==> src/rtl/core/rgbpal_pkg.sv <==
// shared types and constants for the rgb24 to palette index converter
package rgbpal_pkg;

  localparam int PALETTE_DEPTH_DEF = 256;
  localparam int COUNT_W = 9;

  localparam logic [7:0] BLUE_LIMIT  = 8'hdf;
  localparam logic [7:0] BLUE_ROUND  = 8'h20;
  localparam logic [7:0] GR_LIMIT    = 8'hef;
  localparam logic [7:0] GR_ROUND    = 8'h10;

  typedef enum logic [1:0] {
    CMD_COLLECT = 2'd0,
    CMD_MAP     = 2'd1,
    CMD_READ    = 2'd2,
    CMD_CLEAR   = 2'd3
  } cmd_t;

  typedef struct packed {
    cmd_t       cmd;
    logic [7:0] blue;
    logic [7:0] green;
    logic [7:0] red;
    logic [7:0] entry;
  } in_item_t;

  typedef struct packed {
    logic [7:0]         index;
    logic [7:0]         pal_blue;
    logic [7:0]         pal_green;
    logic [7:0]         pal_red;
    logic               standard_palette;
    logic [COUNT_W-1:0] colour_count;
  } out_item_t;

  typedef struct packed {
    logic load;
    logic clear;
    logic start_read;
    logic search_step;
    logic hit_take;
    logic miss_take;
    logic out_load;
  } ctrl_cmd_t;

  typedef struct packed {
    cmd_t cmd;
    logic overflow;
    logic in_range;
    logic hit;
    logic exhausted;
    logic out_free;
  } dp_status_t;

endpackage

==> src/rtl/core/rgbpal_ctrl.sv <==
// controller state machine sequencing dispatch, palette search and result hand-off
module rgbpal_ctrl (
  input  logic                   clk,
  input  logic                   rst,
  input  logic                   in_valid,
  output logic                   in_stall,
  input  rgbpal_pkg::dp_status_t status,
  output rgbpal_pkg::ctrl_cmd_t  ctrl
);
  import rgbpal_pkg::*;

  typedef enum logic [3:0] {
    ST_IDLE     = 4'b0001,
    ST_DISPATCH = 4'b0010,
    ST_SEARCH   = 4'b0100,
    ST_FINISH   = 4'b1000
  } state_t;

  state_t state;
  state_t state_next;

  assign in_stall = state != ST_IDLE;

  always_comb begin
    state_next = state;
    ctrl       = '0;
    case (state)
      ST_IDLE: begin
        if (in_valid) begin
          ctrl.load  = 1'b1;
          state_next = ST_DISPATCH;
        end
      end
      ST_DISPATCH: begin
        state_next = ST_FINISH;
        case (status.cmd)
          CMD_COLLECT, CMD_MAP: begin
            if (!status.overflow) begin
              state_next = ST_SEARCH;
            end
          end
          CMD_READ: begin
            ctrl.start_read = !status.overflow && status.in_range;
          end
          default: begin
            ctrl.clear = 1'b1;
          end
        endcase
      end
      ST_SEARCH: begin
        ctrl.search_step = 1'b1;
        if (status.hit) begin
          ctrl.hit_take = 1'b1;
          state_next    = ST_FINISH;
        end else if (status.exhausted) begin
          ctrl.miss_take = 1'b1;
          state_next     = ST_FINISH;
        end
      end
      ST_FINISH: begin
        if (status.out_free) begin
          ctrl.out_load = 1'b1;
          state_next    = ST_IDLE;
        end
      end
      default: begin
        state_next = ST_IDLE;
      end
    endcase
  end

  always_ff @(posedge clk) begin
    if (rst) begin
      state <= ST_IDLE;
    end else begin
      state <= state_next;
    end
  end

endmodule

==> config.mk <==
export PLATFORM = sky130hd
export DESIGN_NAME = rgbpal_ctrl
export DESIGN_NICKNAME = d
export VERILOG_FILES = /design/src/rtl/core/rgbpal_pkg.sv /design/src/rtl/core/rgbpal_ctrl.sv
export SDC_FILE = /design/constraint.sdc
export NUM_CORES = 1
export LEC_CHECK = 0
export ABC_CLOCK_PERIOD_IN_PS = 1700
export BUFFER_PORTS_ARGS = -buffer_cell sky130_fd_sc_hd__clkbuf_2
export CAP_MARGIN = 20
export CORE_AREA = 2 2 39 41
export CTS_CLUSTER_DIAMETER = 80
export CTS_CLUSTER_SIZE = 14
export DETAILED_ROUTE_END_ITERATION = 10
export DIE_AREA = 0 0 41 43
export PLACE_DENSITY = 0.42
export REMOVE_ABC_BUFFERS = 1
export SKIP_CTS_REPAIR_TIMING = 1
export SLEW_MARGIN = 20
export SYNTH_ARGS = -nofsm -noshare
export SYNTH_HDL_FRONTEND = slang
export SYNTH_SLANG_ARGS = --single-unit
==> constraint.sdc <==
create_clock -name clk -period 1.7 [get_ports clk]
set_input_delay 0.34 -clock clk [delete_from_list [all_inputs] [get_ports clk]]
set_output_delay 0.34 -clock clk [all_outputs]
set_load 0.02 [all_outputs]
# == Word level (Yosys, flattened, before mapping) ==
# Cells that the tools add are included.
# totals
register_bits,4
latch_bits,0
ramBits,0
romBits,0
in_bits,10
output_inout_bits,8
elab_cells,35
mem_count,0
# classes
add_sub_neg,0
mul,0
n_div,0
magnitude_cmp,0
n_eq_ne,10
n_shift,0
muxes,18
bitwise,0
n_reduce_logical,6
# op_table
op,count
two-way mux 4 bit,6
case mux 4 bit (4 select lines),1
two-way mux 1 bit,9
equality test 4 x 1 -> 1 bit (second input constant),1
equality test 4 x 2 -> 1 bit (second input constant),1
equality test 4 x 3 -> 1 bit (second input constant),1
equality test 4 bit (second input constant),1
inequality test 2 bit (second input constant),2
inequality test 4 x 1 -> 1 bit (second input constant),1
two-way mux 3 bit,1
inequality test 3 bit (second input constant),1
AND reduction 3 bit,1
OR reduction 3 bit,1
equality test 2 x 1 -> 1 bit (second input constant),1
equality test 2 bit (second input constant),1
logical NOT 2 bit,1
two-way mux 2 bit,1
OR reduction 2 bit,1
logical AND 1 bit,1
logical NOT 1 bit,1

# == Depth between registers and ports, before layout ==
# depth
ltp_word,4
ltp_mapped,3
ltp_nobuf,3

# == Worst setup path after synthesis ==
# No wires, ideal clock.
# synth_timing
kind,reg-to-output
start,reg state[1]
end,out ctrl[4] (netlist name)
arrival_time_ps,1412
t_required_ps,1360
slack_ps,-52
path_stages_with_launch,4
n_path_buf,0
cell_sequence,dfxtp_1 > nor2b_1 > nand3_1 > nor4b_1
# synth_lines
item,line_no,source
start: declaration,rgbpal_ctrl.sv:19,state_t state;
start signal: assignment,rgbpal_ctrl.sv:76,state <= state_next;
end: declaration,rgbpal_ctrl.sv:8,output rgbpal_pkg::ctrl_cmd_t ctrl

==> flow_summary.yaml <==
run_status:
  run_status: "finished, final reports clean"
route:
  wl_per_cell_um: 8.31
  drcViolationCount: 0
  drtAntennaViolNets: 0
  vias: 298
  drt_pass1_iterations: 1
  wl_um: 582
  via_per_inst: 4.26
  drt_iter0_markers: 0
yosys:
  syn_area_um2: 274
  synthCells: 33
  synth-edff-count: 0
  syn_area_per_cell_um2: 8.30
  yosysTopAreaCell: "dfxtp_1"
  synth_top_area_share_pct: 29.2
  synth.area.top_cells: "dfxtp_1 29%, nor2_1 9.6%, and4b_2 8.2%, nor2b_1 6.8%, nor3_4 5.9%"
  yosys_warnings: 0
  async_flop_share_pct: 0
  synth.distinct_cells: 18
  synth.cells.most_frequent: "7 x nor2_1, 4 x dfxtp_1, 3 x nor2b_1"
  synth-seq-cells: 4
  synth_flop_cell: "dfxtp_1"
  post-synth-top-count-cell: "nor2_1"
  synth_seq_area_share_pct: 29.2
timing:
  setup_violations: 0
  max_freq_ghz: 0.594
  clock_skew_ps: 2.45
  drv_slew: 0
  grt_setup_unrepaired: "true"
  post-route-period-util_pct: 99.0
  setup_slack_ps: 16.4
  hold_violations: 0
  max_slew_margin_pct: 75.4
  hold_slack_ps: 325
  worst_pin_slew_ps: 367
  period_needed_ps: 1680
  setup_tns_ps: 0
placed_design:
  dpl.hpwl_um: 498
  port_buffers: 17
  place.gp.congestion: 0.642
  pre_cts_ws_ps: 177
floorplanning:
  dieArea_um2: 1760
  initial_core_util_pct: 19.8
  fp.dieH_um: 43
  rows: 14
  die_width_um: 41
  core-area_um2: 1380
  io_pins: 18
finish:
  largest_register_ffs: 4
  areaGrowthSynthToFinish_pct: 60.7
  reg.largest.list: "state (4)"
  num_antenna_cells: 0
  fillers: 159
  nNetsFinal: 66
  regMostFlops: "state"
  drive_gt1_share_pct: 61.1
cts:
  numCtsBuffers: 3
  cts_root_buffer: "clkbuf_4"
  numClockSinks: 4
  insertion_delay_ps: 230
  clk_pin_slew_ps: 40
  ctsHtreeMaxLevel: 1
  cts.path.max_buffers: 2
  cts_tree: "done"
worst_setup_path:
  crit_path_end_kind: "output pin"
  crit_fanout: 6
  ff2ff_setup_slack_ps: 330
  start_kind: "flop"
  critical_path_class: "flop to output pin"
  required_ps: 1360
  worstPathArrival_ps: 1340
global_route:
  antenna_found_initial: 0
  grt_pass1_vias: 255
  grt_pass1_wl_um: 917
  grtUsageTotal_pct: 7.84
  grt.overflow.total: 0
  grt_max_degree: 7
pwr:
  ir_drop_uv: 290
  leakagePower_nw: 0.227
  cellPowerDensity_nw_per_um2: 648
  power_mw: 0.286
hold_path:
  hp-class: "primary input to flop"
job:
  max-cap-violations: 0
## layout by cell type, fill, tap and decap left out
cell      Yosys  final
nor3_1        2      1
a211oi_2      1      1
nor2_4        0      1
or4b_4        1      1
a21o_1        1      1
nor2b_1       3      2
dfxtp_2       0      3
a22oi_1       1      1
clkbuf_2      0     15
and3_1        1      1
o22ai_1       1      1
dfxtp_1       4      1
nor3_2        0      1
and4b_2       2      2
nor4b_2       0      1
buf_6         0      1
inv_1         2      2
nand2b_1      2      2
nor3_4        1      1
nor2_1        7      6
buf_4         0      1
and3b_1       1      1
nand2_1       1      1
buf_2         0      1
nand3_1       1      1
nor2b_2       0      1
clkbuf_4      0      3
## layout make-up
class | count | area, µm² | area share [%]
sequential | 4 | 83.8 | 19.0
tap | 16 | 20.0 | 4.55
multi-input combinational | 27 | 208 | 47.2
clock buffer | 3 | 22.5 | 5.11
inverter | 2 | 7.51 | 1.70
timing repair buffer | 18 | 98.8 | 22.4
## worst max-delay path, cell delays in order, from the launching register on
cell and delay [ps]:
dfxtp_2 330, or4b_4 570, nor2_4 100, buf_6 120
## per-stage QoR
| step | std cells | area, µm² | utilization (%) |
|---|---|---|---|
| finish | 70 | 440 | 31.8 |
| global route | 70 | 440 | 31.8 |
| CTS | 69 | 402 | 29.0 |
| detailed placement | 66 | 379 | 27.4 |
| global placement | 66 | 379 | 27.4 |
| floorplan | 33 | 274 | - |
## metal layers
| metal | part of all wire, % | routed length [µm] | track usage, % |
|---|---|---|---|
| met1 | 45 | 262 | 8.39 |
| met2 | 51 | 296 | 11.6 |
| met3 | 4.0 | 23 | 3.14 |
| met4 | 0 | 0 | 6.00 |
| met5 | 0 | 0 | 0 |
## kinds of logic after synthesis
group                  Yosys count  synth area share [%]
AO/OA/AOI/OAI                    4                  12.3
buffers and inverters            2                  2.74
flip-flops                       4                  29.2
AND/OR/NAND/NOR                 23                  55.7
## worst paths after layout
check | to | depth (start not counted) | startpoint
setup reg to reg | state[0] | 4 | state[1]
setup / recovery | ctrl[6] | 3 | state[1]
hold reg to reg | state[0] | 3 | state[1]
hold / removal | state[1] | 2 | rst
## where the power goes
part / total [mW] / internal [mW] / switching (mW)
Sequential: 0.105 / 0.0993 / 0.00519
Clock: 0.114 / 0.0787 / 0.0349
Combinational: 0.0674 / 0.0343 / 0.0331
Total: 0.286 / 0.212 / 0.0732
No activity file was read; power rests on OpenSTA's default activity.
